$ cat config.mk
export PLATFORM = sky130hd
export DESIGN_NAME = mcw_count_mem
export DESIGN_NICKNAME = d
export VERILOG_FILES = /design/src/sv/minimum_covering_window_defines.svh /design/src/sv/mcw_pkg.sv /design/src/sv/mcw_count_mem.sv
export SDC_FILE = /design/constraint.sdc
export NUM_CORES = 2
export LEC_CHECK = 0
export BUFFER_PORTS_ARGS = -buffer_cell sky130_fd_sc_hd__clkbuf_2
export CORE_MARGIN = 4
export CORE_UTILIZATION = 55
export CTS_BUF_LIST = sky130_fd_sc_hd__clkbuf_16
export CTS_CLUSTER_SIZE = 30
export DETAILED_ROUTE_END_ITERATION = 10
export PLACE_DENSITY = 0.71
export SYNTH_ARGS = -nofsm -noshare
export SYNTH_HDL_FRONTEND = slang
export SYNTH_SLANG_ARGS = --single-unit
$ cat constraint.sdc
create_clock -name clk -period 2 [get_ports clk]
set_input_delay 0 -clock clk [delete_from_list [all_inputs] [get_ports clk]]
set_output_delay 0 -clock clk [all_outputs]
set_load 0.005 [all_outputs]
$ cat src/sv/minimum_covering_window_defines.svh
// Assertion macros shared by the window block.
// Both expect clk and rst_n in the scope where they are used.
`ifndef MINIMUM_COVERING_WINDOW_DEFINES_SVH
`define MINIMUM_COVERING_WINDOW_DEFINES_SVH

// The consequent must hold in the same cycle as the antecedent.
`define MCW_ASSERT_NOW(label, ante, cons, msg) \
    label: assert property (@(posedge clk) disable iff (!rst_n) (ante) |-> (cons)) \
        else $error(msg);

// The consequent must hold in the cycle after the antecedent.
`define MCW_ASSERT_NEXT(label, ante, cons, msg) \
    label: assert property (@(posedge clk) disable iff (!rst_n) (ante) |=> (cons)) \
        else $error(msg);

`endif

$ cat src/sv/mcw_pkg.sv
`default_nettype none

package mcw_pkg;

    localparam int MAX_LEN_DEF = 65536;
    localparam int CODE_W      = 6;
    localparam int NUM_CODES   = 53;
    localparam int NEED_W      = 17;
    localparam int OUT_IDX_W   = 16;
    localparam logic [NEED_W-1:0] COUNT_MAX = {NEED_W{1'b1}};
    localparam logic [CODE_W-1:0] CODE_NONE = '0;

    typedef enum logic [2:0] {
        S_IDLE,
        S_PAT,
        S_TXT,
        S_BEST,
        S_FETCH,
        S_ADJ,
        S_DONE
    } state_t;

    typedef struct packed {
        logic wr_en;
        logic clear;
    } cnt_ctl_t;

    function automatic logic [CODE_W-1:0] letter_code(input logic [7:0] ch);
        logic [CODE_W-1:0] code;
        code = CODE_NONE;
        if (ch inside {[8'h41:8'h5A]})
        begin
            code = CODE_W'(ch - 8'h40);
        end
        else if (ch inside {[8'h61:8'h7A]})
        begin
            code = CODE_W'(ch - 8'h61 + 8'd27);
        end
        return code;
    endfunction

endpackage

`default_nettype wire

$ cat src/sv/mcw_count_mem.sv
`default_nettype none

module mcw_count_mem #(
    parameter int HAVE_W = mcw_pkg::NEED_W
) (
    input  wire logic                        clk,
    input  wire logic                        rst_n,
    input  wire mcw_pkg::cnt_ctl_t           ctl,
    input  wire logic [mcw_pkg::CODE_W-1:0]  wr_addr,
    input  wire logic [mcw_pkg::NEED_W-1:0]  wr_need,
    input  wire logic [HAVE_W-1:0]           wr_have,
    input  wire logic [mcw_pkg::CODE_W-1:0]  rd_addr,
    output logic      [mcw_pkg::NEED_W-1:0]  rd_need,
    output logic      [HAVE_W-1:0]           rd_have
);

    // An entry whose valid bit is clear reads as zero, so a clear resets every entry at once.
    logic [mcw_pkg::NEED_W+HAVE_W-1:0] mem [mcw_pkg::NUM_CODES];
    logic [mcw_pkg::NUM_CODES-1:0]     valid_reg;
    logic [mcw_pkg::NEED_W+HAVE_W-1:0] rd_data_reg;
    logic                              rd_valid_reg;

    always_ff @(posedge clk)
    begin
        if (ctl.wr_en)
        begin
            mem[wr_addr] <= {wr_need, wr_have};
        end
        rd_data_reg <= mem[rd_addr];
    end

    always_ff @(posedge clk or negedge rst_n)
    begin
        if (!rst_n)
        begin
            valid_reg    <= '0;
            rd_valid_reg <= 1'b0;
        end
        else
        begin
            rd_valid_reg <= valid_reg[rd_addr];
            if (ctl.clear)
            begin
                valid_reg <= '0;
            end
            else if (ctl.wr_en)
            begin
                valid_reg[wr_addr] <= 1'b1;
            end
        end
    end

    assign rd_need = rd_valid_reg ? rd_data_reg[mcw_pkg::NEED_W+HAVE_W-1:HAVE_W] : '0;
    assign rd_have = rd_valid_reg ? rd_data_reg[HAVE_W-1:0] : '0;

endmodule

`default_nettype wire

==> flow_metrics.py <==
metrics = {
    "status": {
        "outcome": "finished, final reports clean",
    },
    "global_routing": {
        "grt_pass1_vias": 37373,
        "track_usage_pct": 28.1,
        "antenna_found_initial": 6,
        "grt_use_met1_pct": 39.1,
        "grtUsageMet2_pct": 45.1,
        "busiest_layer": "met2",
        "grt_pass1_wl_mm": 271,
        "overflow": 0,
        "use_met3_pct": 5.60,
        "grt_max_degree": 57,
    },
    "final_layout": {
        "area_growth_pct": 17.1,
        "final_common_cell": "edfxtp_1",
        "drive_gt1_share_pct": 30.6,
        "final_cell_mix": "edfxtp_1, mux4_2, buf_4",
        "nNetsFinal": 3784,
        "largest_reg_flops": 1802,
    },
    "job": {
        "cap_viol_max_count": 0,
    },
    "timing": {
        "fin_tns_setup_ps": 0,
        "worst_pin_slew_ps": 1120,
        "slew_headroom_pct": 25.1,
        "period_share_pct": 97.7,
        "finalHoldViolCount": 0,
        "rsz0062_at_grt": "false",
        "drv_slew": 0,
        "setup_viol": 0,
        "fmax_mhz": 512,
        "skew_ps": 28.8,
        "timing.final.crit_period_ps": 1950,
    },
    "pwr": {
        "cell_internal_pwr_mw": 64.5,
        "p_total_mw": 81.8,
        "swShare_pct": 21.1,
        "seq_power_share_pct": 53.6,
        "pwr-share-comb_pct": 5.1,
        "ir_drop_mv": 0.931,
        "switchingPower_mw": 17.3,
        "cellPowerDensity_nw_per_um2": 973,
        "pwr-share-clk_pct": 41.3,
        "cellLeakagePower_nw": 27.5,
    },
    "worst_setup_path": {
        "critPathRequiredTime_ps": 2480,
        "worstSetupStartpointType": "primary input",
        "critPathSlowestCell": "dlygate4sd3_1",
        "crit_fanout": 21,
        "cp_slowest_stage_delay_ps": 600,
        "crit_type": "primary input to register",
        "crit_top_cell": "dlygate4sd3_1",
        "arrival_ps": 2440,
        "cp_top_family": "buffers and inverters",
        "cp-end-kind": "register",
        "cp_num_buf_inv": 5,
        "path_cells": "dlygate4sd3_1, clkbuf_2, nor2b_1, nand3_1, dlygate4sd3_1, buf_4, nor2_4, buf_12",
    },
    "drt": {
        "wl_per_cell_um": 33.4,
        "drt_first_iter_violations": 5265,
        "antenna_left": 0,
        "num_vias": 36917,
        "dr.pass1.iters": 5,
        "via_per_inst": 6.55,
        "drc": 0,
        "wl_mm": 189,
    },
    "clock_network": {
        "cts_tree": "built",
        "htreeDepth": 4,
        "cts_made_buffers": 184,
        "clock_sinks": 1890,
        "clockRootBuffer": "clkbuf_16",
        "clk_latency_ps": 820,
        "clock_path_buffers": 3,
        "clk_pin_slew_ps": 60,
    },
    "logic_synthesis": {
        "synthFlopType": "edfxtp_1",
        "syn_area_um2": 71700,
        "synthCells": 3276,
        "ys_types": 58,
        "ys_warn_count": 0,
        "synth.ff_latch_count": 1890,
        "synth_edf_count": 1802,
        "syn_avg_cell_area_um2": 21.9,
        "syn-num-nets": 3326,
        "ys_seq_area_share_pct": 78.3,
        "async_flop_share_pct": 2.86,
    },
    "min_path": {
        "worstHoldPathType": "primary input to register",
    },
    "placed_design": {
        "dp_hpwl_mm": 112,
        "io_buffers": 83,
        "gp_congestion": 0.836,
    },
    "floorplan": {
        "core_um2": 129000,
        "ios": 84,
        "initial_core_util_pct": 55.4,
        "rows": 132,
        "die_area_um2": 136000,
        "die_x_um": 369,
        "die_y_um": 369,
    },
}
[timing repair]
action,CTS,global route
endpoints found under the hold margin,1110,0
pin swaps,0,2
hold buffers,36,0
setup endpoints to repair,16,87
buffers inserted,2,1
resized for setup,1,7
[power groups by stage]
stage | combinational [mW] | clock (mW) | sequential (mW)
finish | 4.20 | 33.7 | 43.8
global route | 4.44 | 35.9 | 43.8
CTS | 4.19 | 34.2 | 43.8
detailed placement | 4.10 | 0 | 44.7
global placement | 3.98 | 0 | 44.7
floorplan | 2.15 | 0 | 44.6
[per-stage QoR]
step | area [um2] | hold slack, ps | util, % | cells | setup slack [ps]
5_1_grt | 84000 | 26.1 | 64.9 | 5638 | 0.911
4_1_cts | 84000 | 4.48 | 64.9 | 5637 | 9.53
2_1_floorplan | 71900 | -296 | - | 3276 | -560
3_5_place_dp | 77700 | 61.3 | 60.0 | 5252 | -271
3_3_place_gp | 77700 | 36.5 | 60.0 | 5252 | -265
6_report | 84000 | 41.8 | 64.9 | 5640 | 46.2
[path summary, 6_finish.rpt]
kind / from / to / slack [ps] / cells past startpoint
worst max-delay path: ctl[1] / mem[21][18]$_DFFE_PP_ / 50 / 8
worst min-delay path: rd_addr[3] / rd_data_reg[5]$_DFF_P_ / 40 / 5
worst max register to register: mem[11][27]$_DFFE_PP_ / rd_data_reg[27]$_DFF_P_ / 60 / 5
worst min register to register: valid_reg[38]$_DFFE_PN0P_ / valid_reg[38]$_DFFE_PN0P_ / 500 / 2
max in group asynchronous: rst_n / valid_reg[19]$_DFFE_PN0P_ / 990 / 4
min in group asynchronous: rst_n / valid_reg[48]$_DFFE_PN0P_ / 300 / 3
[per-layer routing]
| metal | routed length [um] | share of wire (%) | up-vias |
|---|---|---|---|
| li1 | - | - | 14674 |
| met1 | 69300 | 37 | 19569 |
| met2 | 92000 | 49 | 2254 |
| met3 | 19800 | 10 | 418 |
| met4 | 7540 | 4.0 | 2 |
| met5 | 12 | 0.0064 | - |
[worst min-delay path: stages]
cell      delay (ps)
clkbuf_2         190
buf_4            250
nand2_1           80
a31oi_1          130
o211a_1          120
[cell usage after synthesis, types with 3 or more instances]
master	instances	area share (%)
a32o_1	10	0.14
a31oi_1	4	0.035
nand2b_1	6	0.052
o2111ai_1	4	0.049
nor2b_1	9	0.078
buf_1	12	0.063
a211oi_1	16	0.17
a22oi_1	24	0.25
or4_1	12	0.13
a221oi_1	5	0.061
and2_1	41	0.36
o221ai_1	4	0.049
dfxtp_1	34	0.95
dfrtp_1	54	1.9
buf_2	30	0.21
nand3_1	39	0.27
buf_4	27	0.28
inv_1	4	0.021
nand3b_1	4	0.042
o21ai_0	16	0.11
a32oi_1	15	0.18
o22ai_1	63	0.55
nor3_1	7	0.049
buf_12	3	0.084
a221o_1	3	0.042
clkbuf_1	83	0.43
edfxtp_1	1802	75
mux4_2	452	14
o41ai_1	3	0.037
buf_6	16	0.25
a211o_1	3	0.037
o22a_1	18	0.22
o21ai_1	3	0.021
nor2_1	181	0.95
nand4_1	15	0.13
nand2_1	143	0.75
a21oi_1	12	0.084
buf_8	5	0.10
mux2i_1	64	0.89
and3_1	8	0.070
[layout make-up]
cell class	instances	area [um2]
tap	1742	2180
sequential	1890	56100
timing repair buffer	448	4760
inverter	5	21.3
clock buffer	186	4650
multi-input combinational	1205	15000
antenna	3	7.51
clock inverter	161	1280
fill	8302	45500
[cell families after synthesis]
kind of cell / after synthesis / share of synthesized area, %
buffers and inverters: 181 / 1.45
AND/OR/NAND/NOR: 471 / 2.93
multiplexers: 519 / 15.1
flip-flops: 1890 / 78.3
AO/OA/AOI/OAI: 215 / 2.20
Power figures use the tool's default switching activity.
