File: src/sv/minimum_covering_window_defines.svh
// Assertion macros shared by the window block.
// Both expect clk and rst_n in the scope where they are used.
`ifndef MINIMUM_COVERING_WINDOW_DEFINES_SVH
`define MINIMUM_COVERING_WINDOW_DEFINES_SVH

// The consequent must hold in the same cycle as the antecedent.
`define MCW_ASSERT_NOW(label, ante, cons, msg) \
    label: assert property (@(posedge clk) disable iff (!rst_n) (ante) |-> (cons)) \
        else $error(msg);

// The consequent must hold in the cycle after the antecedent.
`define MCW_ASSERT_NEXT(label, ante, cons, msg) \
    label: assert property (@(posedge clk) disable iff (!rst_n) (ante) |=> (cons)) \
        else $error(msg);

`endif

File: src/sv/mcw_pkg.sv
`default_nettype none

package mcw_pkg;

    localparam int MAX_LEN_DEF = 65536;
    localparam int CODE_W      = 6;
    localparam int NUM_CODES   = 53;
    localparam int NEED_W      = 17;
    localparam int OUT_IDX_W   = 16;
    localparam logic [NEED_W-1:0] COUNT_MAX = {NEED_W{1'b1}};
    localparam logic [CODE_W-1:0] CODE_NONE = '0;

    typedef enum logic [2:0] {
        S_IDLE,
        S_PAT,
        S_TXT,
        S_BEST,
        S_FETCH,
        S_ADJ,
        S_DONE
    } state_t;

    typedef struct packed {
        logic wr_en;
        logic clear;
    } cnt_ctl_t;

    function automatic logic [CODE_W-1:0] letter_code(input logic [7:0] ch);
        logic [CODE_W-1:0] code;
        code = CODE_NONE;
        if (ch inside {[8'h41:8'h5A]})
        begin
            code = CODE_W'(ch - 8'h40);
        end
        else if (ch inside {[8'h61:8'h7A]})
        begin
            code = CODE_W'(ch - 8'h61 + 8'd27);
        end
        return code;
    endfunction

endpackage

`default_nettype wire

File: src/sv/mcw_window_ctrl.sv
`default_nettype none
`include "minimum_covering_window_defines.svh"

module mcw_window_ctrl #(
    parameter int MAX_LEN = mcw_pkg::MAX_LEN_DEF,
    parameter int AW      = $clog2(MAX_LEN),
    parameter int IW      = $clog2(MAX_LEN + 1),
    parameter int LW      = $clog2(MAX_LEN + 2),
    parameter int HAVE_W  = (LW > mcw_pkg::NEED_W) ? LW : mcw_pkg::NEED_W
) (
    input  wire logic                        clk,
    input  wire logic                        rst_n,
    input  wire logic                        in_valid,
    output logic                             in_stall,
    input  wire logic                        command,
    input  wire logic [7:0]                  symbol,
    input  wire logic                        is_last,
    output logic                             out_valid,
    input  wire logic                        out_stall,
    output logic                             found,
    output logic [mcw_pkg::OUT_IDX_W-1:0]    window_start,
    output logic [mcw_pkg::OUT_IDX_W-1:0]    window_end,
    output logic                             overflow,
    output logic                             text_wr_en,
    output logic [AW-1:0]                    text_wr_addr,
    output logic [mcw_pkg::CODE_W-1:0]       text_wr_data,
    output logic [AW-1:0]                    text_rd_addr,
    input  wire logic [mcw_pkg::CODE_W-1:0]  text_rd_data,
    output mcw_pkg::cnt_ctl_t                cnt_ctl,
    output logic [mcw_pkg::CODE_W-1:0]       cnt_wr_addr,
    output logic [mcw_pkg::NEED_W-1:0]       cnt_wr_need,
    output logic [HAVE_W-1:0]                cnt_wr_have,
    output logic [mcw_pkg::CODE_W-1:0]       cnt_rd_addr,
    input  wire logic [mcw_pkg::NEED_W-1:0]  cnt_rd_need,
    input  wire logic [HAVE_W-1:0]           cnt_rd_have
);

    localparam logic [IW-1:0] RIGHT_FULL = IW'(MAX_LEN);
    localparam logic [LW-1:0] BEST_INIT  = LW'(MAX_LEN + 1);

    mcw_pkg::state_t              state_reg, state_next;
    logic [mcw_pkg::NEED_W-1:0]   missing_reg, missing_next;
    logic [IW-1:0]                left_reg, left_next;
    logic [IW-1:0]                right_reg, right_next;
    logic [IW-1:0]                best_start_reg, best_start_next;
    logic [IW-1:0]                best_end_reg, best_end_next;
    logic [LW-1:0]                best_len_reg, best_len_next;
    logic                         found_reg, found_next;
    logic                         overflow_reg, overflow_next;
    logic                         last_reg, last_next;
    logic [mcw_pkg::CODE_W-1:0]   code_reg, code_next;
    logic                         out_valid_reg, out_valid_next;
    logic                         out_found_reg, out_found_next;
    logic [mcw_pkg::OUT_IDX_W-1:0] out_start_reg, out_start_next;
    logic [mcw_pkg::OUT_IDX_W-1:0] out_end_reg, out_end_next;
    logic                         out_overflow_reg, out_overflow_next;

    logic [mcw_pkg::CODE_W-1:0]   in_code;
    logic [mcw_pkg::CODE_W-1:0]   old_code;
    logic [HAVE_W-1:0]            need_ext;
    logic [HAVE_W-1:0]            have_dec;
    logic [IW-1:0]                win_len;
    logic                         accept;
    logic                         out_free;

    assign in_code  = mcw_pkg::letter_code(symbol);
    assign old_code = (text_rd_data >= mcw_pkg::CODE_W'(mcw_pkg::NUM_CODES))
                      ? mcw_pkg::CODE_NONE : text_rd_data;
    assign need_ext = HAVE_W'(cnt_rd_need);
    assign have_dec = cnt_rd_have - HAVE_W'(1);
    assign win_len  = right_reg - left_reg;
    assign in_stall = (state_reg != mcw_pkg::S_IDLE);
    assign accept   = in_valid && (state_reg == mcw_pkg::S_IDLE);
    assign out_free = !out_valid_reg || !out_stall;

    assign text_wr_addr = right_reg[AW-1:0];
    assign text_wr_data = in_code;
    assign text_rd_addr = left_reg[AW-1:0];
    assign cnt_wr_addr  = code_reg;

    always_ff @(posedge clk or negedge rst_n)
    begin
        if (!rst_n)
        begin
            state_reg        <= mcw_pkg::S_IDLE;
            missing_reg      <= '0;
            left_reg         <= '0;
            right_reg        <= '0;
            best_start_reg   <= '0;
            best_end_reg     <= '0;
            best_len_reg     <= BEST_INIT;
            found_reg        <= 1'b0;
            overflow_reg     <= 1'b0;
            last_reg         <= 1'b0;
            out_valid_reg    <= 1'b0;
        end
        else
        begin
            state_reg        <= state_next;
            missing_reg      <= missing_next;
            left_reg         <= left_next;
            right_reg        <= right_next;
            best_start_reg   <= best_start_next;
            best_end_reg     <= best_end_next;
            best_len_reg     <= best_len_next;
            found_reg        <= found_next;
            overflow_reg     <= overflow_next;
            last_reg         <= last_next;
            out_valid_reg    <= out_valid_next;
        end
    end

    always_ff @(posedge clk)
    begin
        code_reg         <= code_next;
        out_found_reg    <= out_found_next;
        out_start_reg    <= out_start_next;
        out_end_reg      <= out_end_next;
        out_overflow_reg <= out_overflow_next;
    end

    always_comb
    begin
        state_next        = state_reg;
        missing_next      = missing_reg;
        left_next         = left_reg;
        right_next        = right_reg;
        best_start_next   = best_start_reg;
        best_end_next     = best_end_reg;
        best_len_next     = best_len_reg;
        found_next        = found_reg;
        overflow_next     = overflow_reg;
        last_next         = last_reg;
        code_next         = code_reg;
        out_valid_next    = out_valid_reg && out_stall;
        out_found_next    = out_found_reg;
        out_start_next    = out_start_reg;
        out_end_next      = out_end_reg;
        out_overflow_next = out_overflow_reg;
        text_wr_en        = 1'b0;
        cnt_ctl           = '0;
        cnt_wr_need       = cnt_rd_need;
        cnt_wr_have       = cnt_rd_have;
        cnt_rd_addr       = in_code;

        case (state_reg)
            mcw_pkg::S_IDLE:
            begin
                if (accept)
                begin
                    code_next = in_code;
                    if (!command)
                    begin
                        if ((right_reg == '0) && (in_code != mcw_pkg::CODE_NONE)
                            && (missing_reg != mcw_pkg::COUNT_MAX))
                        begin
                            state_next = mcw_pkg::S_PAT;
                        end
                    end
                    else
                    begin
                        last_next = is_last;
                        if (right_reg != RIGHT_FULL)
                        begin
                            text_wr_en = 1'b1;
                            right_next = right_reg + IW'(1);
                            state_next = mcw_pkg::S_TXT;
                        end
                        else
                        begin
                            overflow_next = 1'b1;
                            if (is_last)
                            begin
                                state_next = mcw_pkg::S_DONE;
                            end
                        end
                    end
                end
            end

            mcw_pkg::S_PAT:
            begin
                cnt_ctl.wr_en = 1'b1;
                cnt_wr_need   = cnt_rd_need + mcw_pkg::NEED_W'(1);
                missing_next  = missing_reg + mcw_pkg::NEED_W'(1);
                state_next    = mcw_pkg::S_IDLE;
            end

            mcw_pkg::S_TXT:
            begin
                state_next = last_reg ? mcw_pkg::S_DONE : mcw_pkg::S_IDLE;
                if (cnt_rd_need != '0)
                begin
                    cnt_ctl.wr_en = 1'b1;
                    cnt_wr_have   = cnt_rd_have + HAVE_W'(1);
                    if (cnt_rd_have < need_ext)
                    begin
                        missing_next = missing_reg - mcw_pkg::NEED_W'(1);
                    end
                    if ((missing_next == '0) && (left_reg < right_reg))
                    begin
                        state_next = mcw_pkg::S_BEST;
                    end
                end
            end

            mcw_pkg::S_BEST:
            begin
                if (LW'(win_len) < best_len_reg)
                begin
                    best_start_next = left_reg;
                    best_end_next   = right_reg - IW'(1);
                    best_len_next   = LW'(win_len);
                    found_next      = 1'b1;
                end
                state_next = mcw_pkg::S_FETCH;
            end

            mcw_pkg::S_FETCH:
            begin
                code_next   = old_code;
                cnt_rd_addr = old_code;
                state_next  = mcw_pkg::S_ADJ;
            end

            mcw_pkg::S_ADJ:
            begin
                left_next  = left_reg + IW'(1);
                if (cnt_rd_need != '0)
                begin
                    cnt_ctl.wr_en = 1'b1;
                    cnt_wr_have   = have_dec;
                    if (have_dec < need_ext)
                    begin
                        missing_next = missing_reg + mcw_pkg::NEED_W'(1);
                    end
                end
                if ((missing_next == '0) && (left_next < right_reg))
                begin
                    state_next = mcw_pkg::S_BEST;
                end
                else
                begin
                    state_next = last_reg ? mcw_pkg::S_DONE : mcw_pkg::S_IDLE;
                end
            end

            mcw_pkg::S_DONE:
            begin
                if (out_free)
                begin
                    out_valid_next    = 1'b1;
                    out_found_next    = found_reg;
                    out_start_next    = mcw_pkg::OUT_IDX_W'(best_start_reg);
                    out_end_next      = mcw_pkg::OUT_IDX_W'(best_end_reg);
                    out_overflow_next = overflow_reg;
                    cnt_ctl.clear     = 1'b1;
                    missing_next      = '0;
                    left_next         = '0;
                    right_next        = '0;
                    best_start_next   = '0;
                    best_end_next     = '0;
                    best_len_next     = BEST_INIT;
                    found_next        = 1'b0;
                    overflow_next     = 1'b0;
                    last_next         = 1'b0;
                    state_next        = mcw_pkg::S_IDLE;
                end
            end

            default:
            begin
                state_next = mcw_pkg::S_IDLE;
            end
        endcase
    end

    assign out_valid    = out_valid_reg;
    assign found        = out_found_reg;
    assign window_start = out_start_reg;
    assign window_end   = out_end_reg;
    assign overflow     = out_overflow_reg;

    `MCW_ASSERT_NOW(a_left_within_right, 1'b1, left_reg <= right_reg,
        "left index passed right index")
    `MCW_ASSERT_NOW(a_best_fits_text, found_reg, LW'(best_len_reg) <= LW'(right_reg),
        "best window longer than the stored text")
    `MCW_ASSERT_NOW(a_have_no_underflow,
        (state_reg == mcw_pkg::S_ADJ) && (cnt_rd_need != '0), cnt_rd_have != '0,
        "window releases a letter it does not hold")
    `MCW_ASSERT_NEXT(a_result_loaded, (state_reg == mcw_pkg::S_DONE) && out_free,
        out_valid_reg && (state_reg == mcw_pkg::S_IDLE) && (right_reg == '0),
        "result not loaded or state not cleared")

endmodule

`default_nettype wire

File: config.mk
export PLATFORM = sky130hd
export DESIGN_NAME = mcw_window_ctrl
export DESIGN_NICKNAME = d
export VERILOG_FILES = /design/src/sv/mcw_pkg.sv /design/src/sv/mcw_window_ctrl.sv
export VERILOG_INCLUDE_DIRS = /design/src /design/src/sv
export SDC_FILE = /design/constraint.sdc
export NUM_CORES = 1
export LEC_CHECK = 0
export CORE_UTILIZATION = 50
export DETAILED_ROUTE_END_ITERATION = 8
export DONT_BUFFER_PORTS = 1
export SYNTH_ARGS = -nofsm -noshare
export SYNTH_HDL_FRONTEND = slang
export SYNTH_SLANG_ARGS = --single-unit
File: constraint.sdc
create_clock -name clk -period 5.21 [get_ports clk]
set_input_delay 1.042 -clock clk [delete_from_list [all_inputs] [get_ports clk]]
set_output_delay 1.042 -clock clk [all_outputs]
set_load 0.005 [all_outputs]
==> impl_results.md, run 1 <==
* Final setup viols at 1
* Clock power share at about a fifth
* Final core utilization at between 50% and 60%
* Layout Skew at 0.0153 ns
* Ports at approximately 180
* Crit start category: input port
* Core area at about 23000 µm²
* Critical path's largest stage delay at ~0.55 ns
* Vias/cell at approximately 6
* Yosys cell types at 76
* Average size of a mapped cell at approximately 8.3 µm²
* Clock buffer depth at 2
* H-tree Lvls at 4
* Top delay family on crit path: simple AND/OR/NAND/NOR gates
* Failing checks: setup timing
* Leak Pwr at 5.25 nW
* Largest net degree at the start of global routing at around 110
* Critical path fanouts, max at 6
* PwrDens at 499 nW/µm²
* CTS tree: done
* Input/output buffers at 0
* Rows at 55
* First-pass GRT wire length at about 54 mm
* Area grow syn2layout at 8.12%
* DR WL/cell at just over 20 µm
* Rel. slew slack at between 30% and 40%
* Most common cell after layout, fill and taps aside: o21ai_0
* Clk sinks at 147
* First-pass DRT Iterations at 9
* Clk slew on worst S/H paths at 0.08 ns
* CP most frequent cell: or3_4
* CP endpoint kind: flip-flop
* Clk_lat worst skew at roughly 0.43 ns
* FILL cells at roughly 2200
* Post-layout net count at ~1500
* Pre-CTS WS at -0.403 ns
* Antenna viol nets, final at 0
* Synthesis Warnings at 0
* Worst Tran Pin Value at approximately 1 ns
* DR iter-0 viols at 757
* Commonest cells after routing, fill and taps aside: 129 x o21ai_0, 117 x inv_1, 105 x dfrtp_1, 102 x nand2_1, 100 x nor2_1
* Min Hold Slack at 0.300 ns
* Fin. Hold Viols at 0
* Fin cells at approximately 1700
* Total CTS buffers at 17
* GRT Resource Usage Total at 29.3%
* Share of layout cells above drive strength 1 at 8.78%
* Sw frac at 45.0%
* Fmax at roughly 0.19 GHz
* Cts hold-fix bufs at 0
* RSZ-0062 raised after global routing: true
* NetSw at between 2 and 3 mW
* Post-synth EDFFs at 40
* Internal power at roughly 3.5 mW
* Slew Limit Fails at 0
* Type of the most critical hold path: in2async
* Clock Tree Root: clkbuf_16
* Main flop type after synthesis: dfrtp_1
* VDD IR-drop max at 0.223 mV
* Placed insts at around 1700
* Slowest cell on crit path: or4_4
* Global route overflow at 0
* #FFs+latches synth at 147
* Cells after synthesis at about 1400
* Syn_nets at around 1600
* Placer Congestion at between 0.9 and 1
* Critical Path RT at roughly 5.6 ns
* Post-route minimum period at around 5.2 ns
* Vias in the first global route at a little under 10000
* Total number of vias at ~10000
* Crit-path cells: inv_16 -> ha_4 -> or3b_4 -> or3_4 -> nand2b_4 -> or3_4 -> or3_4 -> nor3_4 -> xor2_2 -> ha_1 -> nand4_1 -> nor4_2 -> a2111oi_4 -> and3b_1 -> mux2i_1 -> a21oi_1 -> or4_4 -> or2_1 -> a31oi_1
* Max-Cap Viols at 0
* Die area at around 24000 µm²
* Die Span Y at ~150 µm
* Final Cycle Share at 100%
* Final setup margin at -0.00273 ns
* Critical path type: in2reg
* Sequential Power Share at between 30% and 40%
* Detailed Route WL at around 34 mm
* Mapped Area at 11700 µm²
* Status: finished, violations left
* Critical Path AT at between 5 and 6 ns
* Initial antenna violation count at 0
* Combinational Power Share at between 40% and 50%
* Ys async rst share at 72.8%
* Hpwl dp at 26.0 mm
* Initial core utilization at 51.2%
* DR DRC count at 0
* Die extent in x at 155 µm
* Diode count at 0
* WP buf/inv at 1
* Post-synthesis sequential area ratio at between 30% and 40%
## worst paths after layout
kind,start,end,slack (ns),cells past startpoint
worst max-delay path,cnt_rd_have[0],state_reg[1],-0.003,19
worst min-delay path,rst_n,right_reg[13],0.30,0
worst max register to register,left_reg[2],best_end_reg[3],0.41,16
worst min register to register,best_end_reg[6],window_end[6],0.45,0
max in group asynchronous,rst_n,best_len_reg[16],4.65,0
min in group clk,best_end_reg[6],window_end[6],0.45,0
## per-layer routing
metal | part of all wire (%) | routed length, µm | GRT usage (%) | up-vias
met4 | 3.7 | 1270 | 12.1 | 0
met5 | 0 | 0 | 0 | -
met2 | 49 | 16900 | 50.4 | 341
met3 | 6.1 | 2120 | 6.47 | 77
met1 | 41 | 14200 | 35.2 | 4964
li1 | - | - | - | 4916
## what timing repair did
item                                    CTS  global route
setup buffers                             0             2
endpoints found under the setup margin    0             3
gates resized for setup                   0             4
## metrics by stage
step,area [µm²],total power [mW],setup TNS (ns)
2_1_floorplan,11700,4.25,-0.732
3_3_place_gp,12000,5.02,-0.968
3_5_place_dp,12000,5.04,-1.14
4_1_cts,12600,6.28,0
5_1_grt,12600,6.78,-0.392
6_report,12600,6.29,-0.00273
## cell usage after synthesis (all sizes together), types with 5 or more instances
| master | instances | area share, % |
|---|---|---|
| edfxtp | 40 | 10 |
| ha | 94 | 10 |
| or4 | 8 | 0.51 |
| xor2 | 29 | 2.2 |
| or3 | 11 | 0.68 |
| buf | 46 | 2.7 |
| nor2b | 12 | 0.64 |
| and4 | 7 | 0.53 |
| o31ai | 12 | 0.77 |
| nand3 | 81 | 3.5 |
| o21a | 10 | 0.64 |
| xnor2 | 85 | 6.4 |
| nand2 | 103 | 3.3 |
| inv | 119 | 3.8 |
| clkbuf | 52 | 1.7 |
| o22ai | 14 | 0.75 |
| and2 | 7 | 0.38 |
| a21oi | 77 | 3.3 |
| nor3 | 46 | 2.1 |
| a31oi | 10 | 0.54 |
| nor4 | 28 | 1.7 |
| dfrtp | 105 | 23 |
| a211o | 5 | 0.38 |
| a221oi | 5 | 0.38 |
| a21o | 14 | 0.90 |
| nor2 | 101 | 3.2 |
| mux2i | 6 | 0.51 |
| o21ai | 130 | 5.6 |
| o211ai | 8 | 0.51 |
| nand2b | 15 | 0.87 |
| a211oi | 7 | 0.45 |
| and3 | 18 | 0.97 |
| a22o | 7 | 0.53 |
| nand4 | 25 | 1.3 |
## logic make-up (layout without fill, tap and decap cells)
logic type | count (synthesis) | after routing | synth area share (%)
and+or+nand+nor | 478 | 478 | 20.9
adders and majority gates | 95 | 95 | 10.3
AOI/OAI and AO/OA | 339 | 339 | 17.8
DFF | 147 | 147 | 33.3
muxes | 10 | 10 | 0.901
buffers and inverters | 220 | 207 | 8.29
xor gates and xnor gates | 114 | 114 | 8.56
## power groups by stage
stage	Sequential, mW	Combinational [mW]	Clock [mW]
4_1_cts	2.05	3.00	1.23
3_5_place_dp	2.07	2.97	0
2_1_floorplan	1.83	2.42	0
3_3_place_gp	2.07	2.95	0
5_1_grt	2.12	3.39	1.27
6_report	2.05	3.02	1.21
## cell type report
type	instances	area [µm²]	area share [%]
Multi-Input combinational cell	1036	6890	54.6
Sequential cell	147	3880	30.8
Inverter	122	482	3.82
Clock buffer	18	439	3.48
Timing Repair Buffer	53	398	3.15
Tap cell	313	392	3.10
Clock inverter	14	134	1.06
## worst reg2reg max path: stages (launching register included)
cell	delay [ns]
dfrtp_1	0.56
inv_1	0.10
ha_1	0.38
a21o_1	0.15
a21oi_1	0.09
o21bai_1	0.20
a31oi_1	0.14
o311ai_0	0.57
a21oi_1	0.23
xnor2_1	0.32
ha_1	0.30
nor2b_1	0.13
a2111oi_0	0.36
nor2_1	0.09
nor4_2	0.33
buf_4	0.34
mux2_2	0.38
No activity file was read; power rests on OpenSTA's default activity.
==> run 2: changes to the inputs <==
- clock period: 5.21 -> 6.3 ns (I/O delays scaled with it)
==> impl_results.md, run 2 (synthesis results as in run 1) <==
* Status: finished, final reports clean
* Most common cell after layout, fill and taps aside: o21ai_0
* Layout Skew at 0.0135 ns (-0.00179 ns)
* Core area at 22800 µm² (unchanged)
* Ports at 177 (unchanged)
* RSZ-0062 raised after global routing: false
* Input/output buffers at 0 (unchanged)
* Final Cycle Share at 95.1%
* Fmax at around 0.17 GHz
* Type of the most critical hold path: reg2reg
* Clock buffer depth at 2 (unchanged)
* Final core utilization at 54.1% (-1.3 points)
* Final setup viols at 0 (-1)
* Critical path type: in2reg
* Post-layout net count at 1491 (-2.3%)
* Fin. Hold Viols at 0 (unchanged)
* H-tree Lvls at 4 (unchanged)
* Critical path fanouts, max at 10 (+4)
* Critical path's largest stage delay at 0.57 ns (+0.02 ns)
* Placed cell area at 11700 µm² (-2.5%)
* Diode count at 0 (unchanged)
* DR DRC count at 0 (unchanged)
* Placer Congestion at 0.952 (+2.6%)
* Antenna viol nets, final at 0 (unchanged)
* Final setup TNS at 0 ns (+0.00273 ns)
* Clk sinks at 147 (unchanged)
* Share of layout cells above drive strength 1 at 5.83% (-2.9 points)
* Global route overflow at 0 (unchanged)
* DR WL/cell at 19.7 µm (-2.6%)
* VDD IR-drop max at 0.222 mV (-0.66%)
* GRT Resource Usage Total at 27.9% (-1.4 points)
* Initial antenna violation count at 0 (unchanged)
* Area grow syn2layout at 5.63%
* PwrDens at 416 nW/µm² (-16%)
* Clock Tree Root: clkbuf_16
* Post CTS Setup Buffer Count at 0 (unchanged)
* Top delay family on crit path: simple AND/OR/NAND/NOR gates
* HP Start: best_end_reg[0]
* Critical Path AT at 6.34 ns (+0.77 ns)
* Rows at 55 (unchanged)
* Slew Limit Fails at 0 (unchanged)
* Pre-CTS WS at -0.0984 ns (+0.305 ns)
* Die extent in x at 155 µm (unchanged)
* CTS tree: done
* Cts hold-fix bufs at 0 (unchanged)
* Worst Tran Pin Value at 1.04 ns (+0.0267 ns)
* Clk_lat worst skew at 0.44 ns (about the same)
* Worst setup startpoint: cnt_rd_have[0]
* WP buf/inv at 1 (unchanged)
* Leak Pwr at 5.07 nW (-3.3%)
* Detailed Route WL at 32.9 mm (-4.6%)
* Die area at 23900 µm² (unchanged)
* DR iter-0 viols at 725 (-4.2%)
* Slowest cell on crit path: a2111oi_4
* Clk slew on worst S/H paths at 0.08 ns (about the same)
* Post-route minimum period at 5.99 ns
* Total number of vias at 10104 (-1.9%)
* Hpwl dp at 24.3 mm (-6.4%)
* Die Span Y at 155 µm (unchanged)
* Max-Cap Viols at 0 (unchanged)
* First-pass DRT Iterations at 5 (-4)
* RR Startpoint: right_reg[0]
* CP endpoint kind: flip-flop
* Cell area after layout at 12300 µm² (-2.3%)
* Critical Path RT at 6.65 ns (+1.09 ns)
* Final setup margin at 0.308 ns (+0.311 ns)
* Crit-path cells: inv_1 -> ha_1 -> or3b_4 -> or3_1 -> nand2b_4 -> or3_4 -> or3_4 -> nor3_2 -> xor2_1 -> ha_1 -> nand4_1 -> nor4_1 -> a2111oi_4 -> nand2_2 -> nor4_1 -> o22ai_1 -> or4_1 -> or2_1 -> a31oi_1
* Vias in the first global route at 9557 (-2.8%)
* Commonest cells after routing, fill and taps aside: 130 x o21ai_0, 119 x inv_1, 105 x dfrtp_1, 102 x nand2_1, 100 x nor2_1
* Post-CTS sizing at 0 (unchanged)
* Initial core utilization at 51.2% (unchanged)
* Crit start category: input port
* Power, Total at 5.13 mW (-18%)
* First-pass GRT wire length at 52.5 mm (-3.6%)
* Rel. slew slack at 30.4% (-2.2 points)
* Total CTS buffers at 17 (unchanged)
* Largest net degree at the start of global routing at 108 (unchanged)
* Vias/cell at 6.06 (+0.17%)
[run 2: final timing paths]
kind,endpoint,cells after the start,slack (ns)
worst max-delay path,state_reg[1],19,0.31
worst min-delay path,window_end[0],0,0.44
worst max register to register,best_end_reg[8],24,1.27
worst min register to register,window_end[0],0,0.44
max in group asynchronous,best_len_reg[16],0,5.59
min in group asynchronous,best_len_reg[2],0,0.51
[run 2: final cells by class]
type | count | area [µm²]
multi-input cells | 1036 | 6840
repair buffers | 18 | 135
well taps | 313 | 392
fillers | 2149 | 10500
flip-flops and latches | 147 | 3880
inverters | 122 | 458
clock inverters | 15 | 190
clock buffers | 17 | 425
[run 2: power breakdown]
group | internal (mW) | leakage [nW] | switching [mW]
clock network | 0.538 | 0.286 | 0.510
logic | 0.952 | 3.07 | 1.40
registers | 1.32 | 1.71 | 0.402
total | 2.81 | 5.07 | 2.32
[run 2: stage by stage]
| stage | hold WS (ns) | instances |
|---|---|---|
| after global routing | 0.458 | 1668 |
| final | 0.445 | 1668 |
| after CTS | 0.449 | 1668 |
| after detailed placement | 0.434 | 1636 |
| after floorplan | 0.421 | 1403 |
| after global placement | 0.429 | 1636 |
[run 2: layer usage]
layer	share of wire, %	track usage [%]
met3	6.6	5.13
met5	0	0
met1	42	35.7
met2	48	46.1
met4	3.5	11.7
==> run 3: changes to the inputs <==
- BUFFER_PORTS_ARGS: unset -> -buffer_cell sky130_fd_sc_hd__buf_2
- CORE_ASPECT_RATIO: unset -> 2
- DONT_BUFFER_PORTS: 1 -> unset
- PLACE_DENSITY: unset -> 0.71
==> impl_results.md, run 3 (synthesis results as in run 1) <==
* DR iter-0 viols at 691 (-4.7%)
* Clock power share at 19.2% (-1.2 points)
* Rel. slew slack at 32.9% (+2.4 points)
* Placer Congestion at 1.01 (+5.6%)
* WP buf/inv at 2 (+1)
* Max-Cap Viols at 0 (unchanged)
* Critical Path AT at 6.25 ns (-0.09 ns)
* Top delay family on crit path: simple AND/OR/NAND/NOR gates
* Critical Path RT at 6.66 ns (about the same)
* PwrDens at 408 nW/µm² (-2.0%)
* Area grow syn2layout at 12.8%
* Critical path's largest stage delay at 0.56 ns (about the same)
* Multi-input gate area at 6840 µm² (about the same)
* Layout Skew at 0.00880 ns (-0.00467 ns)
* Post-route minimum period at 5.89 ns (-0.0987 ns)
* Largest net degree at the start of global routing at 92 (-15%)
* Clock Tree Root: clkbuf_16
* Combinational Power Share at 48.9% (+3.0 points)
* Sw frac at 44.0% (-1.1 points)
* Clk_lat worst skew at 0.44 ns (about the same)
* H-tree Lvls at 4 (unchanged)
* Global route overflow at 0 (unchanged)
* Worst Tran Pin Value at 1.00 ns (-0.0342 ns)
* Cts hold-fix bufs at 0 (unchanged)
* Slowest cell on crit path: nor4_1
* Core area at 22700 µm² (-0.17%)
* Commonest cells after routing, fill and taps aside: 175 x buf_2, 130 x o21ai_0, 119 x inv_1, 105 x dfrtp_1, 102 x nand2_1
* FILL cells at 2133 (-0.74%)
* Register Area at 3880 µm² (unchanged)
* Critical path type: in2reg
* Post CTS Setup Buffer Count at 0 (unchanged)
* Clk sinks at 147 (unchanged)
* DR DRC count at 0 (unchanged)
* Placed cell area at 12600 µm² (+7.4%)
* Most common cell after layout, fill and taps aside: buf_2
* Critical path fanouts, max at 6 (-4)
* Clock buffer depth at 2 (unchanged)
* VDD IR-drop max at 0.379 mV (+71%)
* First-pass GRT wire length at 57.4 mm (+9.4%)
* Die Span Y at 218 µm (+41%)
* Met2 WL post-DR at 20.1 mm (+28%)
* Status: finished, final reports clean
* DR WL/cell at 20.6 µm (+4.2%)
* Pre-CTS WS at 0.0141 ns (+0.112 ns)
* Fin. Hold Viols at 0 (unchanged)
* Die extent in x at 110 µm (-29%)
* Cell area after layout at 13200 µm² (+6.8%)
* Total number of vias at 11010 (+9.0%)
* Input/output buffers at 176 (+176)
* Min Hold Slack at 0.444 ns (-0.00102 ns)
* Initial antenna violation count at 3 (+3)
* RSZ-0062 raised after global routing: false
* GRT Resource Usage Total at 32.1% (+4.3 points)
* Share of layout cells above drive strength 1 at 16.4% (+11 points)
* Ports at 177 (unchanged)
* R2r setup slk at 1.30 ns (+0.03 ns)
* Clk slew on worst S/H paths at 0.06 ns (-0.02 ns)
* Type of the most critical hold path: reg2reg
* Wire length on met3 at 1.76 mm (-19%)
* Antenna viol nets, final at 0 (unchanged)
* Internal power at 3.01 mW (+6.8%)
* WL met1 at 12.1 mm (-13%)
* Post-CTS sizing at 0 (unchanged)
* Die area at 24000 µm² (+0.15%)
* Slew Limit Fails at 0 (unchanged)
* Post-layout net count at 1669 (+12%)
* First-pass DRT Iterations at 6 (+1)
* Top Metal Used: met5
* Diode count at 0 (unchanged)
* Total CTS buffers at 17 (unchanged)
* Sequential Power Share at 31.9% (-1.7 points)
* Rows at 78 (+42%)
* Crit start category: input port
* Final Cycle Share at 93.5% (-1.6 points)
* Detailed Route WL at 37.3 mm (+13%)
* Initial core utilization at 51.3% (+0.087 points)
* Crit-path cells: buf_2 -> inv_1 -> ha_1 -> or3b_4 -> or3_1 -> nand2b_4 -> or3_4 -> or3_4 -> nor3_2 -> xor2_1 -> ha_1 -> nand4_1 -> nor4_1 -> a2111oi_4 -> a311oi_1 -> o21ai_0 -> a211o_1 -> or4_1 -> or2_1 -> a31oi_1
* Fmax at 0.170 GHz (+1.7%)
* Hpwl dp at 29.1 mm (+20%)
* Leak Pwr at 5.83 nW (+15%)
* Final setup TNS at 0 ns (unchanged)
* Vias/cell at 6.07 (+0.25%)
* Final setup viols at 0 (unchanged)
* CP endpoint kind: flip-flop
* Final setup margin at 0.407 ns (+0.0987 ns)
* Vias in the first global route at 10939 (+14%)
* CTS tree: done
* NetSw at 2.36 mW (+2.0%)
-- run 3: area by class of cell --
type | instances | area share [%]
Multi-Input combinational cell | 1036 | 51.9
Sequential cell | 147 | 29.5
Timing Repair Buffer | 196 | 7.95
Inverter | 122 | 3.48
Clock buffer | 19 | 3.29
Tap cell | 280 | 2.66
Clock inverter | 13 | 1.20
-- run 3: stage by stage --
step	power, mW	cells	util (%)
after floorplan	3.51	1403	-
after global placement	4.25	1781	55.3
after detailed placement	4.32	1781	55.3
after CTS	5.37	1813	57.9
after global routing	5.78	1813	57.9
final	5.37	1813	57.9
-- run 3: metal layers --
layer  vias to the layer above  global-route usage (%)
li1                       5202                       -
met1                      5210                    29.0
met2                       439                    59.2
met3                       153                    5.83
met4                         6                    27.1
met5                         -                       0
-- run 3: path summary, 6_finish.rpt --
| kind | from | end | cells after the start |
|---|---|---|---|
| worst max-delay path | cnt_rd_have[0] | state_reg[1] | 20 |
| worst min-delay path | best_start_reg[4] | window_start[4] | 0 |
| worst max register to register | left_reg[0] | best_end_reg[3] | 21 |
| worst min register to register | best_start_reg[4] | window_start[4] | 0 |
| max in group asynchronous | rst_n | best_start_reg[8] | 2 |
| min in group asynchronous | rst_n | missing_reg[4] | 1 |
-- run 3: power by group through the flow --
stage	registers, mW	logic (mW)	clock network [mW]
2_1_floorplan	1.51	2.00	0
3_3_place_gp	1.71	2.54	0
3_5_place_dp	1.72	2.60	0
4_1_cts	1.71	2.62	1.04
5_1_grt	1.76	2.94	1.09
6_report	1.71	2.62	1.03
